[src/design/twtls_pkg.sv]
// Shared types, constants and reset values of the traffic light sequencer
`default_nettype none

package twtls_pkg;

    // Sequencer phase
    typedef enum logic [1:0] {
        PH_SOUTH,
        PH_WEST,
        PH_MANUAL
    } t_phase;

    // Lamp codes
    localparam logic [1:0] LT_OFF    = 2'd0;
    localparam logic [1:0] LT_RED    = 2'd1;
    localparam logic [1:0] LT_YELLOW = 2'd2;
    localparam logic [1:0] LT_GREEN  = 2'd3;

    // Register indexes on the APB port
    localparam int unsigned  ADDR_W         = 5;
    localparam logic [2:0]   RI_SOUTH_GREEN = 3'd0;
    localparam logic [2:0]   RI_WEST_GREEN  = 3'd1;
    localparam logic [2:0]   RI_YELLOW      = 3'd2;
    localparam logic [2:0]   RI_AUTO_HOLD   = 3'd3;
    localparam logic [2:0]   RI_MANUAL_HOLD = 3'd4;

    // Register reset values
    localparam logic [6:0] SOUTH_GREEN_RST = 7'd15;
    localparam logic [6:0] WEST_GREEN_RST  = 7'd23;
    localparam logic [3:0] YELLOW_RST      = 4'd3;
    localparam logic [7:0] AUTO_HOLD_RST   = 8'd30;
    localparam logic [7:0] MANUAL_HOLD_RST = 8'd100;

    // Largest count the two digits can show
    localparam logic [6:0] COUNT_MAX = 7'd99;

    typedef struct packed {
        logic [6:0] south_green_count;
        logic [6:0] west_green_count;
        logic [3:0] yellow_count;
        logic [7:0] auto_hold_ticks;
        logic [7:0] manual_hold_ticks;
    } t_cfg;

    typedef struct packed {
        t_phase     phase;
        logic [6:0] countdown_value;
        logic [7:0] hold_ticks_left;
        logic [1:0] manual_position;
        logic       press_pending;
        logic [1:0] last_west_light;
        logic [1:0] last_south_light;
        logic [3:0] saved_yellow_count;
    } t_state;

    typedef struct packed {
        logic [1:0] west_light;
        logic [1:0] south_light;
        logic [3:0] count_tens;
        logic [3:0] count_ones;
    } t_result;

    localparam t_cfg CFG_RST = '{
        south_green_count: SOUTH_GREEN_RST,
        west_green_count:  WEST_GREEN_RST,
        yellow_count:      YELLOW_RST,
        auto_hold_ticks:   AUTO_HOLD_RST,
        manual_hold_ticks: MANUAL_HOLD_RST
    };

    localparam t_state STATE_RST = '{
        phase:              PH_SOUTH,
        countdown_value:    7'd0,
        hold_ticks_left:    8'd0,
        manual_position:    2'd0,
        press_pending:      1'b0,
        last_west_light:    LT_OFF,
        last_south_light:   LT_OFF,
        saved_yellow_count: 4'd0
    };

endpackage

`default_nettype wire

[src/design/twtls_in_if.sv]
// Tick input channel: mode switch level and button press
`default_nettype none

interface twtls_in_if;
    logic valid;
    logic ready;
    logic auto_mode;
    logic button_press;

    modport source (output valid, output auto_mode, output button_press, input ready);
    modport sink   (input valid, input auto_mode, input button_press, output ready);
endinterface

`default_nettype wire

[src/design/twtls_out_if.sv]
// Display output channel: lamps and countdown digits
`default_nettype none

interface twtls_out_if;
    logic       valid;
    logic       ready;
    logic [1:0] west_light;
    logic [1:0] south_light;
    logic [3:0] count_tens;
    logic [3:0] count_ones;

    modport source (output valid, output west_light, output south_light,
                    output count_tens, output count_ones, input ready);
    modport sink   (input valid, input west_light, input south_light,
                    input count_tens, input count_ones, output ready);
endinterface

`default_nettype wire

[src/design/twtls_cfg.sv]
// APB register file holding the sequencer timing registers
`default_nettype none

module twtls_cfg (
    input  wire logic                        i_clk,
    input  wire logic                        i_rst_n,
    input  wire logic                        psel,
    input  wire logic                        penable,
    input  wire logic                        pwrite,
    input  wire logic [twtls_pkg::ADDR_W-1:0] paddr,
    input  wire logic [31:0]                 pwdata,
    output logic      [31:0]                 prdata,
    output logic                             pready,
    output twtls_pkg::t_cfg                  o_cfg
);
    import twtls_pkg::*;

    t_cfg       r_cfg;
    logic [2:0] reg_idx;
    logic       wr_en;

    assign pready  = 1'b1;
    assign reg_idx = paddr[ADDR_W-1:2];
    assign wr_en   = psel && penable && pwrite;
    assign o_cfg   = r_cfg;

    // Register writes on the access phase
    always_ff @(posedge i_clk) begin
        if (!i_rst_n) begin
            r_cfg <= CFG_RST;
        end else if (wr_en) begin
            unique case (reg_idx)
                RI_SOUTH_GREEN: r_cfg.south_green_count <= pwdata[6:0];
                RI_WEST_GREEN:  r_cfg.west_green_count  <= pwdata[6:0];
                RI_YELLOW:      r_cfg.yellow_count      <= pwdata[3:0];
                RI_AUTO_HOLD:   r_cfg.auto_hold_ticks   <= pwdata[7:0];
                RI_MANUAL_HOLD: r_cfg.manual_hold_ticks <= pwdata[7:0];
                default: ;
            endcase
        end
    end

    // Read mux
    always_comb begin
        unique case (reg_idx)
            RI_SOUTH_GREEN: prdata = {25'd0, r_cfg.south_green_count};
            RI_WEST_GREEN:  prdata = {25'd0, r_cfg.west_green_count};
            RI_YELLOW:      prdata = {28'd0, r_cfg.yellow_count};
            RI_AUTO_HOLD:   prdata = {24'd0, r_cfg.auto_hold_ticks};
            RI_MANUAL_HOLD: prdata = {24'd0, r_cfg.manual_hold_ticks};
            default:        prdata = 32'd0;
        endcase
    end

endmodule

`default_nettype wire

[src/design/twtls_step.sv]
// One-tick state update and display decode of the sequencer
`default_nettype none

module twtls_step (
    input  wire twtls_pkg::t_cfg    i_cfg,
    input  wire twtls_pkg::t_state  i_state,
    input  wire logic               i_auto_mode,
    input  wire logic               i_button_press,
    output twtls_pkg::t_state       o_state,
    output twtls_pkg::t_result      o_result
);
    import twtls_pkg::*;

    function automatic logic [6:0] min1_7(input logic [6:0] v);
        min1_7 = (v == 7'd0) ? 7'd1 : v;
    endfunction

    function automatic logic [7:0] min1_8(input logic [7:0] v);
        min1_8 = (v == 8'd0) ? 8'd1 : v;
    endfunction

    function automatic t_phase other_road(input t_phase p);
        other_road = (p == PH_WEST) ? PH_SOUTH : PH_WEST;
    endfunction

    t_state      ns;
    logic [1:0]  wl;
    logic [1:0]  sl;
    logic [6:0]  cnt;
    logic [6:0]  shown;
    logic [1:0]  off;
    logic [1:0]  stage;
    logic        yel;
    logic [3:0]  ylen;
    logic [14:0] prod;
    logic [3:0]  tens;
    logic [6:0]  tens_x10;

    always_comb begin
        ns    = i_state;
        wl    = LT_RED;
        sl    = LT_RED;
        cnt   = 7'd0;
        off   = 2'd0;
        stage = 2'd0;
        yel   = 1'b0;
        ylen  = 4'd0;

        if (i_auto_mode) begin
            // Leaving manual mode restarts with a fresh south phase
            if (ns.phase == PH_MANUAL) begin
                ns.phase           = PH_SOUTH;
                ns.countdown_value = 7'd0;
                ns.hold_ticks_left = 8'd0;
            end
            // Step boundary
            if (ns.hold_ticks_left == 8'd0) begin
                if (ns.countdown_value > 7'd1) begin
                    ns.countdown_value = ns.countdown_value - 7'd1;
                    ns.press_pending   = 1'b0;
                end else begin
                    if (ns.countdown_value == 7'd1) begin
                        ns.phase = other_road(ns.phase);
                    end
                    ns.countdown_value = min1_7((ns.phase == PH_WEST) ?
                        i_cfg.west_green_count : i_cfg.south_green_count);
                    // Pending press skips the phase just starting
                    if (ns.press_pending) begin
                        ns.press_pending   = 1'b0;
                        ns.phase           = other_road(ns.phase);
                        ns.countdown_value = min1_7((ns.phase == PH_WEST) ?
                            i_cfg.west_green_count : i_cfg.south_green_count);
                    end
                end
                ns.hold_ticks_left = min1_8(i_cfg.auto_hold_ticks);
            end
            // Lamps for the moving road
            yel = (ns.countdown_value <= {3'd0, i_cfg.yellow_count});
            if (ns.phase == PH_SOUTH) begin
                wl = LT_RED;
                sl = yel ? LT_YELLOW : LT_GREEN;
            end else begin
                wl = yel ? LT_YELLOW : LT_GREEN;
                sl = LT_RED;
            end
            if (yel) begin
                ns.saved_yellow_count = ns.countdown_value[3:0];
            end
            ns.last_west_light  = wl;
            ns.last_south_light = sl;
            cnt                 = ns.countdown_value;
        end else begin
            // Entering manual mode clears the count and examines at once
            if (ns.phase != PH_MANUAL) begin
                ns.phase           = PH_MANUAL;
                ns.countdown_value = 7'd0;
                ns.hold_ticks_left = 8'd0;
            end
            // Align the manual cycle to the last automatic lamps
            if (ns.last_west_light == LT_YELLOW) begin
                off = 2'd3;
            end else if (ns.last_south_light == LT_YELLOW) begin
                off = 2'd1;
            end else if (ns.last_south_light != LT_GREEN && ns.last_west_light == LT_GREEN) begin
                off = 2'd2;
            end else begin
                off = 2'd0;
            end
            // Step boundary
            if (ns.hold_ticks_left == 8'd0) begin
                if (ns.countdown_value != 7'd0) begin
                    ns.countdown_value = ns.countdown_value - 7'd1;
                    if (ns.countdown_value == 7'd0) begin
                        ns.manual_position    = ns.manual_position + 2'd1;
                        ns.saved_yellow_count = i_cfg.yellow_count;
                    end
                end
                if (ns.countdown_value == 7'd0) begin
                    stage = ns.manual_position + off;
                    if (stage[0]) begin
                        // Interrupted yellow resumes from its saved count
                        ylen = (ns.manual_position == 2'd0 && off[0]) ?
                            ns.saved_yellow_count : i_cfg.yellow_count;
                        ns.countdown_value = min1_7({3'd0, ylen});
                    end
                end
                ns.hold_ticks_left = min1_8(i_cfg.manual_hold_ticks);
            end
            stage = ns.manual_position + off;
            unique case (stage)
                2'd0: begin wl = LT_RED;    sl = LT_GREEN;  end
                2'd1: begin wl = LT_RED;    sl = LT_YELLOW; end
                2'd2: begin wl = LT_GREEN;  sl = LT_RED;    end
                2'd3: begin wl = LT_YELLOW; sl = LT_RED;    end
            endcase
            cnt = stage[0] ? ns.countdown_value : 7'd0;
        end

        ns.hold_ticks_left = ns.hold_ticks_left - 8'd1;

        // Button press: latch pending, advance position unless a manual yellow runs
        if (i_button_press) begin
            ns.press_pending = 1'b1;
            if (!(ns.phase == PH_MANUAL && ns.countdown_value != 7'd0)) begin
                ns.manual_position = ns.manual_position + 2'd1;
            end
        end
    end

    // Digit split: divide by ten through a reciprocal, exact below 160
    assign shown    = (cnt > COUNT_MAX) ? COUNT_MAX : cnt;
    assign prod     = {8'd0, shown} * 15'd205;
    assign tens     = prod[14:11];
    assign tens_x10 = {tens, 3'd0} + {2'd0, tens, 1'b0};

    assign o_state              = ns;
    assign o_result.west_light  = wl;
    assign o_result.south_light = sl;
    assign o_result.count_tens  = tens;
    assign o_result.count_ones  = 4'(shown - tens_x10);

endmodule

`default_nettype wire

[src/design/two_way_traffic_light_sequencer_core.sv]
// Tick beats pass an input register, the step logic and an output register.
// Throughput: one tick per cycle unless the display stalls; the state register is
// updated in a single pass. The two registers part the channels, so a stalled display
// still lets one more tick in. Reset (synchronous, active low) loads the timing
// registers with their defaults, starts in the south phase with no lamps recorded.
`default_nettype none

module two_way_traffic_light_sequencer_core (
    input  wire logic                         i_clk,
    input  wire logic                         i_rst_n,
    twtls_in_if.sink                          i_tick,
    twtls_out_if.source                       o_disp,
    input  wire logic                         psel,
    input  wire logic                         penable,
    input  wire logic                         pwrite,
    input  wire logic [twtls_pkg::ADDR_W-1:0] paddr,
    input  wire logic [31:0]                  pwdata,
    output logic      [31:0]                  prdata,
    output logic                              pready
);
    import twtls_pkg::*;

    t_cfg    cfg;
    t_state  r_state;
    t_state  n_state;
    t_result r_result;
    t_result n_result;
    logic    r_in_valid;
    logic    r_in_auto;
    logic    r_in_press;
    logic    r_out_valid;
    logic    advance;

    twtls_cfg u_cfg (
        .i_clk   (i_clk),
        .i_rst_n (i_rst_n),
        .psel    (psel),
        .penable (penable),
        .pwrite  (pwrite),
        .paddr   (paddr),
        .pwdata  (pwdata),
        .prdata  (prdata),
        .pready  (pready),
        .o_cfg   (cfg)
    );

    twtls_step u_step (
        .i_cfg          (cfg),
        .i_state        (r_state),
        .i_auto_mode    (r_in_auto),
        .i_button_press (r_in_press),
        .o_state        (n_state),
        .o_result       (n_result)
    );

    // Handshake: the input stage moves on when the output register is free
    assign advance      = r_in_valid && (!r_out_valid || o_disp.ready);
    assign i_tick.ready = !r_in_valid || advance;

    // Control and sequencer state
    always_ff @(posedge i_clk) begin
        if (!i_rst_n) begin
            r_in_valid  <= 1'b0;
            r_out_valid <= 1'b0;
            r_state     <= STATE_RST;
        end else begin
            if (i_tick.ready) begin
                r_in_valid <= i_tick.valid;
            end
            if (advance) begin
                r_state     <= n_state;
                r_out_valid <= 1'b1;
            end else if (o_disp.ready) begin
                r_out_valid <= 1'b0;
            end
        end
    end

    // Payload registers
    always_ff @(posedge i_clk) begin
        if (i_tick.valid && i_tick.ready) begin
            r_in_auto  <= i_tick.auto_mode;
            r_in_press <= i_tick.button_press;
        end
        if (advance) begin
            r_result <= n_result;
        end
    end

    assign o_disp.valid       = r_out_valid;
    assign o_disp.west_light  = r_result.west_light;
    assign o_disp.south_light = r_result.south_light;
    assign o_disp.count_tens  = r_result.count_tens;
    assign o_disp.count_ones  = r_result.count_ones;

endmodule

`default_nettype wire

[src/flat_wrapper.sv]
// flat-port wrapper written by rule: the top's interface ports become plain ports
module two_way_traffic_light_sequencer_core_flat import twtls_pkg::*;
  (i_clk, i_rst_n, psel, penable, pwrite, paddr, pwdata, prdata, pready, i_tick_valid, i_tick_auto_mode, i_tick_button_press, i_tick_ready, o_disp_valid, o_disp_west_light, o_disp_south_light, o_disp_count_tens, o_disp_count_ones, o_disp_ready);
  twtls_in_if i_tick_i ();
  twtls_out_if o_disp_i ();
  input  wire logic i_clk;
  input  wire logic i_rst_n;
  input  wire logic psel;
  input  wire logic penable;
  input  wire logic pwrite;
  input  wire logic [twtls_pkg::ADDR_W-1:0] paddr;
  input  wire logic [31:0] pwdata;
  output logic      [31:0] prdata;
  output logic pready;
  input wire logic [$bits(i_tick_i.valid)-1:0] i_tick_valid;
  input wire logic [$bits(i_tick_i.auto_mode)-1:0] i_tick_auto_mode;
  input wire logic [$bits(i_tick_i.button_press)-1:0] i_tick_button_press;
  output wire logic [$bits(i_tick_i.ready)-1:0] i_tick_ready;
  output wire logic [$bits(o_disp_i.valid)-1:0] o_disp_valid;
  output wire logic [$bits(o_disp_i.west_light)-1:0] o_disp_west_light;
  output wire logic [$bits(o_disp_i.south_light)-1:0] o_disp_south_light;
  output wire logic [$bits(o_disp_i.count_tens)-1:0] o_disp_count_tens;
  output wire logic [$bits(o_disp_i.count_ones)-1:0] o_disp_count_ones;
  input wire logic [$bits(o_disp_i.ready)-1:0] o_disp_ready;
  assign i_tick_i.valid = i_tick_valid;
  assign i_tick_i.auto_mode = i_tick_auto_mode;
  assign i_tick_i.button_press = i_tick_button_press;
  assign i_tick_ready = i_tick_i.ready;
  assign o_disp_valid = o_disp_i.valid;
  assign o_disp_west_light = o_disp_i.west_light;
  assign o_disp_south_light = o_disp_i.south_light;
  assign o_disp_count_tens = o_disp_i.count_tens;
  assign o_disp_count_ones = o_disp_i.count_ones;
  assign o_disp_i.ready = o_disp_ready;
  two_way_traffic_light_sequencer_core u_core (.i_clk(i_clk), .i_rst_n(i_rst_n), .i_tick(i_tick_i), .o_disp(o_disp_i), .psel(psel), .penable(penable), .pwrite(pwrite), .paddr(paddr), .pwdata(pwdata), .prdata(prdata), .pready(pready));
endmodule
[config.mk]
export PLATFORM = sky130hd
export DESIGN_NAME = two_way_traffic_light_sequencer_core_flat
export DESIGN_NICKNAME = d
export VERILOG_FILES = /design/src/design/twtls_pkg.sv /design/src/design/twtls_in_if.sv /design/src/design/twtls_out_if.sv /design/src/design/twtls_cfg.sv /design/src/design/twtls_step.sv /design/src/design/two_way_traffic_light_sequencer_core.sv /design/src/flat_wrapper.sv
export SDC_FILE = /design/constraint.sdc
export NUM_CORES = 1
export LEC_CHECK = 0
export BUFFER_PORTS_ARGS = -buffer_cell sky130_fd_sc_hd__buf_2
export CAP_MARGIN = 20
export CORE_MARGIN = 4
export CORE_UTILIZATION = 64
export DETAILED_ROUTE_END_ITERATION = 8
export GPL_TIMING_DRIVEN = 0
export PLACE_DENSITY = 0.84
export SLEW_MARGIN = 20
export SYNTH_ARGS = -nofsm -noshare
export SYNTH_HDL_FRONTEND = slang
export SYNTH_HIERARCHICAL = 1
export SYNTH_SLANG_ARGS = --single-unit
[constraint.sdc]
create_clock -name i_clk -period 20.5 [get_ports i_clk]
set_input_delay 1.025 -clock i_clk [delete_from_list [all_inputs] [get_ports i_clk]]
set_output_delay 1.025 -clock i_clk [all_outputs]
set_load 0.03 [all_outputs]
Word-level counts from Yosys, hierarchy flattened --
Index checks and enable logic that the tools add are counted.
Storage, ports and cells: flip-flop bits (word level) 78, input port bits 46, output and inout bits 47, word-level logic and storage cells 157
Operators by class: add/sub/neg operators 9, multiply operators 1, order comparisons 3, equality and inequality tests 19, multiplexer cells 64, reduce and logical (&&, ||, !) cells 40
Operators by type and width (number):
- 17-bit two-way mux | 9
- 7-bit two-way mux | 13
- 8-bit case mux with 5 select lines | 1
- 2-bit two-way mux | 19
- 4-bit two-way mux | 9
- 8-bit logical NOT | 4
- 7-bit logical NOT | 4
- 8-bit two-way mux | 2
- 7-bit by 8-bit multiplier with 15-bit output (second input constant) | 1
- 2-bit == test (second input constant) | 7
- 7-bit nonzero test | 2
- 7-bit by 1-bit subtractor with 7-bit output (second input constant) | 2
- 2-bit case mux with 3 select lines | 2
- 2-bit AND reduction | 6
- 9-bit two-way mux | 1
- 2-bit nonzero test | 4
- 8-bit by 1-bit subtractor with 8-bit output (second input constant) | 1
- 7-bit by 1-bit == test with 1-bit output (second input constant) | 1
- 7-bit by 1-bit > comparator with 1-bit output (second input constant) | 1
- 7-bit > comparator (second input constant) | 1
- 7-bit by 4-bit <= comparator with 1-bit output | 1
- 1-bit logical AND | 7
- 2-bit by 1-bit == test with 1-bit output (second input constant) | 3
- 3-bit by 2-bit == test with 1-bit output (second input constant) | 2
- 19 further kinds | 33

Longest topological paths before layout --
Gate-level depths: netlist of the first run.
depth in word-level cells 26, depth in mapped cells 38

Hierarchy --
The synthesis of the first run kept the hierarchy.
Modules (own cells, without submodules):
- twtls_step | times used 1, cells an instance 466, area an instance 3359.5 um^2, sequential area each 0.0 um^2
- twtls_cfg | times used 1, cells an instance 197, area an instance 1891.8 um^2, sequential area each 680.7 um^2
- two_way_traffic_light_sequencer_core | times used 1, cells an instance 144, area an instance 1627.8 um^2, sequential area each 1021.0 um^2

Worst setup path after synthesis of the first run --
OpenSTA, ideal clock, no wires.
path type register -> register, from register u_core/r_state[27] in the netlist's numbering, to register u_core.r_result, in the netlist u_core/o_disp.count_ones[3], data pin, library setup time 0.258 ns, arrival 6.965 ns, data required time 20.242 ns, setup slack 13.277 ns, stages on the path, launching flop included 34, buffers on the path 3, cell sequence dfxtp_1 nor2b_4 buf_6 clkbuf_1 nand2_1 ha_1 clkbuf_1 nor2_1 a21oi_1 a32oi_2 nand2_1 nor3_1 xnor2_1 ha_1 nor2b_1 o21ai_1 o31ai_1 ha_1 ha_1 or2_2 fa_1 ha_1 ha_1 nand4_1 nor2_1 and3_1 a31oi_4 nor2b_1 nor2_1 xnor2_1 ha_1 xor2_1 xnor2_1 xnor2_1
RTL lines:
- from (decl) | line two_way_traffic_light_sequencer_core.sv:24 | t_state r_state;
- from (signal assigned) | line two_way_traffic_light_sequencer_core.sv:71 | r_state <= n_state;
- to (signal assigned) | line two_way_traffic_light_sequencer_core.sv:86 | r_result <= n_result;
- to (decl) | line two_way_traffic_light_sequencer_core.sv:26 | t_result r_result;

==> flow_summary.toml, run 1 <==
[logic_synthesis]
syn_avg_cell_area_um2 = 8.524
synth_simple_gate_area_share_pct = 22.66
synthCells = 807
ys.flop_type = "dfxtp_1"
synth_edf_count = 14
yosysWarnings = 6
ys_seq_area_share_pct = 24.74
synthXorXnorAreaFrac_pct = 3.856
synth_compound_area_share_pct = 18.68
yosysUniqueCellTypes = 97
netlist_area_mm2 = 0.006879
synth_top_family_by_area = "simple AND/OR/NAND/NOR gates"
synth_fa_ha_area_share_pct = 10.69
ys_ff_latch = 78
synth.area.mux_share_pct = 10.79
async_reset_ff_share_pct = 0

[placement]
place_hpwl_mm = 15.29
pre_cts_slack_ns = 11.73
routabilityCongestion = 0.9783
io_buffers = 38

[floorplanning]
initial_core_util_pct = 66.04
fp.dieW_um = 111.7
rows = 37
io_pins = 93
die_h_um = 111.7
core_area_mm2 = 0.01042
fp.dieArea_mm2 = 0.01247

[cts]
cts_resized = 0
insertion_delay_ns = 0.37
cts_max_level = 3
numClockSinks = 78
cts.reportedPaths.clkPinSlew_ns = 0.09
numCtsBuffers = 9
tritoncts = "built"
cts_root_buf = "clkbuf_8"
cts_buffer_depth = 2
post_cts_buffers = 0
cts_hold_buf = 0

[critical_path]
critPathArrivalTime_ns = 9.04
cp.buffers_inverters = 3
cp_max_fo = 10
endpoint_kind = "flop"
start_kind = "flop"
crit_type = "reg -> reg"
path_common_cell = "ha_1"
path_delay_family = "adder cells"
cp.required_ns = 20.63
crit_path_max_incr_delay_ns = 0.86
slowest_stage = "o31ai_1"

[timing]
skew_ns = 0.01106
setup_ws_ns = 11.59
final-setup-viol-count = 0
hold_viol = 0
finalSetupTns_ns = 0
period_share_pct = 43.46
slew_violations = 0
max-slew-margin-rel_pct = 30.93
period_minus_slack_ns = 8.909
fmax_ghz = 0.1123
rsz0062_at_grt = "no"
tightestPinTransition_ns = 1.027

[drt]
wl_mm = 19.58
routedWlPerCell_um = 19.19
drt-initial-drc-count = 635
antenna_left = 0
remaining_drc_errors = 0
dr.pass1.iters = 5
vias = 6373
vias_per_cell = 6.248

[status]
run_status = "finished, final reports clean"

[finish]
final_cell_mix = "132 x nand2_1, 67 x mux2i_1, 64 x dfxtp_1"
seqCellArea_mm2 = 0.001702
num_antenna_cells = 0
multi_input_area_mm2 = 0.004681
fin_nets = 979
final_common_cell = "nand2_1"
drive_gt1_share_pct = 17.76
nFillCells = 875
fin_util_pct = 72.07
syn2layout_area_growth_pct = 9.131

[global_route]
antenna_found_initial = 0
grt_usage_pct = 30.96
grt-ovfl-total = 0
grt_max_degree = 22
grt_pass1_wl_mm = 31.36
grt_pass1_vias = 6086

[pwr]
pwr_density_cell_mw_per_mm2 = 78.38
p_leak_nw = 3.249
ir_drop_mv = 0.05015

[run]
cap_violations = 0

[worst_hold_path]
hold_class = "reg -> reg"
## cells by family after synthesis
logic type	Yosys count
muxes	73
AOI/OAI and AO/OA	168
DFF	78
other	2
xor gates and xnor gates	27
and+or+nand+nor	297
adders and majority gates	54
buffers and inverters	108
## layout make-up
class / count / area share (%)
plain buffers: 68 / 5.767
clock buffers: 9 / 1.650
clock inverters: 7 / 0.7667
inverters: 40 / 2.000
multi-input cells: 644 / 62.35
flip-flops and latches: 78 / 22.67
well taps: 136 / 2.267
repair buffers: 38 / 2.533
## worst paths after layout
path                           start                          end  slack (ns)  cells after the start
setup / recovery  u_core/r_state[27]  u_core/o_disp.count_ones[3]       11.59                     34
hold / removal     u_core/r_state[4]            u_core/r_state[4]        0.47                      2
setup reg to reg  u_core/r_state[27]  u_core/o_disp.count_ones[3]       11.59                     34
hold reg to reg    u_core/r_state[4]            u_core/r_state[4]        0.47                      2
## synthesized netlist by cell type, types with 8 or more instances
cell,n,area share (%)
a21oi_1,27,2.0
a22oi_1,13,1.4
a31oi_1,9,0.82
buf_2,10,0.73
buf_4,29,3.2
clkbuf_1,19,1.0
dfxtp_1,64,19
edfxtp_1,14,6.1
fa_1,8,2.3
ha_1,46,8.4
inv_1,38,2.1
mux2i_1,67,9.7
nand2_1,132,7.2
nand3_1,20,1.5
nor2_1,36,2.0
nor2b_1,33,3.0
nor3_1,14,1.0
nor4_1,8,0.73
o21a_1,8,0.87
o21ai_0,28,2.0
o22ai_1,14,1.3
xnor2_1,18,2.3
## power by group
part           internal [mW]  total (mW)  leakage, nW  switching, mW
clock                 0.0453       0.109       0.0877         0.0641
sequential             0.169       0.177        0.649        0.00729
combinational          0.118       0.302         2.51          0.184
## registers in the layout, indices dropped and copies added, names as in the netlist
| register | flops |
|---|---|
| u_core/o_disp.count_tens | 4 |
| u_core/r_in_press | 1 |
| u_core/r_state | 28 |
| u_core/o_disp.count_ones | 4 |
| u_core/r_in_auto | 1 |
| u_core/o_disp.west_light | 2 |
| u_core/r_in_valid | 1 |
| u_core/o_disp.south_light | 2 |
| u_core/o_disp.valid | 1 |
| u_core/u_cfg/o_cfg | 34 |
## through the flow
step	area, µm²	hold WS, ns	power, mW	instances
floorplan	6965	0.4314	0.4031	830
global placement	7326	0.4428	0.4609	1004
detailed placement	7326	0.4535	0.4747	1004
CTS	7507	0.4689	0.5845	1020
global route	7507	0.4887	0.6309	1020
finish	7507	0.4675	0.5884	1020
## tightest hold or removal path, stage by stage, from the launching register on
cell and delay [ns]:
dfxtp_1 0.32, nand2_1 0.05, mux2i_1 0.05
## routing by layer
metal | vias up | wire length [µm] | global-route usage, %
li1 | 2961 | - | -
met1 | 2982 | 8014 | 39.43
met2 | 360 | 9198 | 51.72
met3 | 70 | 1623 | 5.761
met4 | 0 | 741 | 12.49
met5 | - | 0 | 0
No activity file was read; power rests on OpenSTA's default activity.
==> run 2: changes to the inputs <==
--- a/config.mk
+++ b/config.mk
@@ -5,13 +5,14 @@
 export SDC_FILE = /design/constraint.sdc
 export NUM_CORES = 1
 export LEC_CHECK = 0
+export ABC_AREA = 1
 export BUFFER_PORTS_ARGS = -buffer_cell sky130_fd_sc_hd__buf_2
 export CAP_MARGIN = 20
 export CORE_MARGIN = 4
-export CORE_UTILIZATION = 64
+export CORE_UTILIZATION = 54
 export DETAILED_ROUTE_END_ITERATION = 8
 export GPL_TIMING_DRIVEN = 0
-export PLACE_DENSITY = 0.84
+export PLACE_DENSITY = 0.75
 export SLEW_MARGIN = 20
 export SYNTH_ARGS = -nofsm -noshare
 export SYNTH_HDL_FRONTEND = slang
==> constraint.sdc (replaced) <==
create_clock -name i_clk -period 7.38 [get_ports i_clk]
set_input_delay 0.369 -clock i_clk [delete_from_list [all_inputs] [get_ports i_clk]]
set_output_delay 0.369 -clock i_clk [all_outputs]
set_load 0.03 [all_outputs]
==> flow_summary.toml, run 2 <==
[timing]
period_minus_slack_ns = 6.869
period_share_pct = 93.08
finalSetupTns_ns = 0
final-setup-viol-count = 0
tightestPinTransition_ns = 0.7927
slew_violations = 0
max-slew-margin-rel_pct = 47.15
setup_ws_ns = 0.5109
hold_viol = 0
fmax_ghz = 0.1456
skew_ns = 0.009731

[critical_path]
path_common_cell = "nand2_1"
crit_path_max_incr_delay_ns = 0.53
endpoint_kind = "flop"
rr_endpoint = "u_core/o_disp.count_ones[3]"
reg2reg_from = "u_core/r_state[27]"
path_delay_family = "simple AND/OR/NAND/NOR gates"
start_kind = "flop"
cp.required_ns = 7.48
cp.buffers_inverters = 8
rrSetupSlack_ns = 0.51
r2r_cells = 45
slowest_stage = "fa_1"
crit_type = "reg -> reg"
cp_max_fo = 9
critPathArrivalTime_ns = 6.97

[finish]
largest_register_ffs = 34
drive_gt1_share_pct = 16.30
final_common_cell = "nand2_1"
fin_nets = 1310
final_cell_mix = "300 x nand2_1, 152 x inv_1, 119 x nand3_1"
syn2layout_area_growth_pct = 14.58
num_antenna_cells = 0
instances_no_fill = 1387
fin_util_pct = 63.75

[placement]
io_buffers = 38
dp_cells = 1359
place_hpwl_mm = 14.98
routabilityCongestion = 0.9628
pre_cts_slack_ns = -0.2895

[global_route]
grt_pass1_vias = 6435
grt_max_degree = 19
grt_usage_pct = 26.11
grt_pass1_wl_mm = 31.44
antenna_found_initial = 0
grt-ovfl-total = 0

[drt]
vias_per_cell = 5.250
dr.pass1.iters = 6
remaining_drc_errors = 0
routedWlPerCell_um = 13.92
vias = 7282
wl_mm = 19.31
drt-initial-drc-count = 738
antenna_left = 0

[status]
run_status = "finished, final reports clean"

[logic_synthesis]
synth.area.top_cells = "dfxtp_1 18%, nand2_1 16%, nand3_1 8.6%, inv_1 8.1%, ha_1 8.1%"
synthCells = 1126
yosysWarnings = 6
yosysTopAreaCell = "dfxtp_1"
syn_avg_cell_area_um2 = 6.312
ys_ff_latch = 78
yosysUniqueCellTypes = 50
synth_commonest_cells = "311 x nand2_1, 154 x inv_1, 122 x nand3_1, 116 x nor2_1, 64 x dfxtp_1"
ys_seq_area_share_pct = 23.94
synth_edf_count = 14
post-synth-top-count-cell = "nand2_1"
netlist_area_mm2 = 0.007107
async_reset_ff_share_pct = 0
synth_top_area_share_pct = 18.03
ys.flop_type = "dfxtp_1"

[cts]
insertion_delay_ns = 0.35
numCtsBuffers = 9
cts.reportedPaths.clkPinSlew_ns = 0.06
cts_buffer_depth = 2
cts_max_level = 3
numClockSinks = 78
cts_hold_buf = 0
cts_root_buf = "clkbuf_16"
tritoncts = "built"

[floorplanning]
die_h_um = 122.7
initial_core_util_pct = 55.64
io_pins = 93
fp.dieArea_mm2 = 0.01506
fp.dieW_um = 122.7
rows = 41
core_area_mm2 = 0.01277

[run]
cap_violations = 0

[pwr]
ir_drop_mv = 0.1395
p_leak_nw = 4.294
pwr_density_cell_mw_per_mm2 = 218.4

[worst_hold_path]
min_from = "i_tick_button_press"
hold_class = "in -> reg"
min_to = "u_core/r_in_press"
hold_path_depth = 1
==> run 2: cell types whose count changed in the layout (fill, tap and decap cells not counted), moves of 11 or more <==
cell / change
a21oi_1: +30
a22oi_1: -11
buf_4: +15
inv_1: +114
mux2i_1: -65
nand2_1: +168
nand2_2: +19
nand3_1: +99
nor2_1: +77
nor2_2: +12
nor2b_1: -33
nor3_1: -11
o22ai_1: -14
==> run 2: kinds of logic after synthesis <==
family / Yosys count / synth area share, %
other: 2 / 0.1057
adders and majority gates: 54 / 10.35
muxes: 2 / 0.2817
and+or+nand+nor: 615 / 37.75
AOI/OAI and AO/OA: 133 / 10.83
buffers and inverters: 225 / 14.65
DFF: 78 / 23.94
xor gates and xnor gates: 17 / 2.095
==> run 2: worst max path at each step <==
stage / to / start / depth (start not counted)
2_1_floorplan: u_core/o_disp.count_ones[3] / u_core/r_state[26] / 41
6_report: u_core/o_disp.count_ones[3] / u_core/r_state[27] / 45
5_1_grt: u_core/o_disp.count_ones[3] / u_core/r_state[27] / 45
3_3_place_gp: u_core/o_disp.count_ones[3] / u_core/r_state[26] / 39
3_5_place_dp: u_core/o_disp.count_ones[3] / u_core/r_state[26] / 41
4_1_cts: u_core/o_disp.count_ones[3] / u_core/r_state[26] / 44
==> run 2: timing repair <==
action / CTS / global route
endpoints found under the setup margin: 2 / 3
setup buffers: 0 / 13
cloned: 0 / 0
resized for setup: 9 / 43
pin swaps: 0 / 12
==> run 2: metrics by stage <==
stage / power (mW) / hold WS [ns] / cell area [µm²]
6_report: 1.778 / 0.1946 / 8143
5_1_grt: 1.919 / 0.1860 / 8143
4_1_cts: 1.743 / 0.1856 / 7896
3_5_place_dp: 1.310 / 0.4731 / 7602
3_3_place_gp: 1.301 / 0.4605 / 7599
2_1_floorplan: 1.134 / 0.4499 / 7193
==> run 2: routing by layer <==
| layer | GRT usage [%] | up-vias | wire length, µm |
|---|---|---|---|
| met5 | 0 | - | 0 |
| met4 | 5.458 | 0 | 259 |
| met3 | 4.516 | 23 | 1425 |
| met2 | 43.22 | 252 | 8995 |
| met1 | 35.74 | 3282 | 8631 |
| li1 | - | 3725 | - |
==> run 2: layout make-up <==
class,count,area [µm²]
Multi-Input combinational cell,846,4608
Tap cell,172,215.2
Fill cell,1244,4631
Buffer,64,442.9
Clock buffer,10,229.0
Sequential cell,78,1712
Timing Repair Buffer,51,287.8
Inverter,160,604.3
Clock inverter,6,43.79
==> run 2: power breakdown <==
group	switching, mW	internal, mW	total, mW
registers	0.0230	0.474	0.497
logic	0.541	0.316	0.856
clock network	0.194	0.231	0.425
total	0.758	1.02	1.78
==> run 3: changes to the inputs <==
--- a/config.mk
+++ b/config.mk
@@ -9,12 +9,12 @@
 export BUFFER_PORTS_ARGS = -buffer_cell sky130_fd_sc_hd__buf_2
 export CAP_MARGIN = 20
 export CORE_MARGIN = 4
-export CORE_UTILIZATION = 54
+export CORE_UTILIZATION = 53
 export DETAILED_ROUTE_END_ITERATION = 8
 export GPL_TIMING_DRIVEN = 0
 export PLACE_DENSITY = 0.75
 export SLEW_MARGIN = 20
 export SYNTH_ARGS = -nofsm -noshare
 export SYNTH_HDL_FRONTEND = slang
-export SYNTH_HIERARCHICAL = 1
 export SYNTH_SLANG_ARGS = --single-unit
+export TNS_END_PERCENT = 100
==> flow_summary.toml, run 3 <==
[global_route]
grt-ovfl-total = 0
antenna_found_initial = 0
grt_usage_pct = 25.90
grt_max_degree = 22
grt_pass1_vias = 5915
grt_pass1_wl_mm = 29.24

[critical_path]
crit_path_max_incr_delay_ns = 0.54
endpoint_kind = "flop"
r2r_cells = 40
cp_max_fo = 10
cp.required_ns = 7.48
slowest_stage = "fa_1"
critPathArrivalTime_ns = 7.05
rrSetupSlack_ns = 0.43
crit_type = "reg -> reg"
path_delay_family = "adder cells"
start_kind = "flop"
cp.buffers_inverters = 10
path_common_cell = "inv_1"
path_depth = 40

[timing]
period_share_pct = 94.12
max-slew-margin-rel_pct = 49.06
slew_violations = 0
period_minus_slack_ns = 6.946
hold_slack_ns = 0.2027
setup_ws_ns = 0.4343
final-setup-viol-count = 0
fmax_ghz = 0.1440
skew_ns = 0.007173
hold_viol = 0
tightestPinTransition_ns = 0.7641

[floorplanning]
core_area_mm2 = 0.01161
fp.dieW_um = 117.8
initial_core_util_pct = 55.01
fp.dieArea_mm2 = 0.01387
die_h_um = 117.8
io_pins = 93
rows = 39

[drt]
vias = 6463
wl_mm = 18.28
dr.pass1.iters = 5
remaining_drc_errors = 0
vias_per_cell = 5.576
drt-initial-drc-count = 631
antenna_left = 0
routedWlPerCell_um = 15.77

[cts]
insertion_delay_ns = 0.35
cts_max_level = 3
tritoncts = "built"
cts_root_buf = "clkbuf_16"
cts.reportedPaths.clkPinSlew_ns = 0.06
numClockSinks = 78
cts_buffer_depth = 2
numCtsBuffers = 9

[placement]
io_buffers = 40
pre_cts_slack_ns = -0.1800
routabilityCongestion = 0.9862
place_hpwl_mm = 14.01

[finish]
drive_gt1_share_pct = 15.94
fin_nets = 1111
final_common_cell = "nand2_1"
final_cell_mix = "165 x nand2_1, 150 x inv_1, 75 x a21oi_1"
largest_register_ffs = 34
syn2layout_area_growth_pct = 15.20
num_antenna_cells = 0

[logic_synthesis]
yosysUniqueCellTypes = 53
post-synth-top-count-cell = "nand2_1"
ys_ff_latch = 78
yosysWarnings = 0
async_reset_ff_share_pct = 0
synth.area.top_cells = "dfxtp_1 20%, nand2_1 9.9%, inv_1 9.0%, ha_1 8.8%, edfxtp_1 6.6%"
synthCells = 930
netlist_area_mm2 = 0.006389
ys_seq_area_share_pct = 26.64
syn_avg_cell_area_um2 = 6.869
ys.flop_type = "dfxtp_1"
synth_edf_count = 14
synth_top_area_share_pct = 20.05
synth_commonest_cells = "168 x nand2_1, 153 x inv_1, 76 x a21oi_1, 71 x nor2_1, 71 x o21ai_0"
yosysTopAreaCell = "dfxtp_1"

[status]
run_status = "finished, final reports clean"

[worst_hold_path]
hold_class = "in -> reg"
hold_path_depth = 1

[pwr]
ir_drop_mv = 0.1776
p_leak_nw = 3.618
finalPower_mw = 1.706
pwr_density_cell_mw_per_mm2 = 231.9

[run]
cap_violations = 0
==> run 3: metrics by stage <==
step | instance area, µm² | util (%) | TNS (ns) | instances
after floorplan | 6475 | - | 0 | 953
after global placement | 6854 | 59.02 | -0.1679 | 1136
after detailed placement | 6855 | 59.03 | -0.1800 | 1136
after CTS | 7182 | 61.84 | 0 | 1151
after global routing | 7360 | 63.37 | -0.01269 | 1159
final | 7360 | 63.37 | 0 | 1159
==> run 3: per-layer routing <==
metal  vias up  global-route usage [%]  wire length, µm  part of all wire (%)
li1       3203                       -                -                     -
met1      2950                   36.07             8090                    44
met2       273                   39.67             8177                    45
met3        37                   5.238             1563                   8.5
met4         0                   9.524              451                   2.5
met5         -                       0                0                     0
==> run 3: cell families after synthesis <==
logic type,Yosys count,synth area share [%]
and+or+nand+nor,341,24.60
adders and majority gates,53,11.32
xor gates and xnor gates,13,1.782
muxes,1,0.1567
DFF,78,26.64
other,2,0.1176
AOI/OAI and AO/OA,232,21.15
buffers and inverters,210,14.24
==> run 3: layout make-up <==
class	count	area, µm²
repair buffers	48	272.8
clock buffers	11	264.0
fillers	1099	4254
multi-input cells	665	3959
flip-flops and latches	78	1704
well taps	143	178.9
clock inverters	4	51.30
inverters	161	606.8
plain buffers	49	322.8
==> run 3: timing repair <==
item | 4_1_cts | 5_1_grt
pin swaps | 0 | 10
hold buffers | 0 | 0
gates resized for setup | 4 | 34
endpoints found under the setup margin | 1 | 2
setup buffers | 0 | 8
==> run 3: path summary, 6_finish.rpt <==
check,startpoint,endpoint
hold reg to reg,u_core.r_state[1],u_core.r_state[1]
setup / recovery,u_core.r_state[27],u_core.o_disp.count_ones[3]
setup reg to reg,u_core.r_state[27],u_core.o_disp.count_ones[3]
hold / removal,i_tick_button_press,u_core.r_in_press
==> run 3: power by group <==
| group | switching (mW) | total, mW | internal (mW) |
|---|---|---|---|
| clock | 0.183 | 0.474 | 0.291 |
| combinational | 0.486 | 0.748 | 0.262 |
| sequential | 0.0152 | 0.485 | 0.469 |
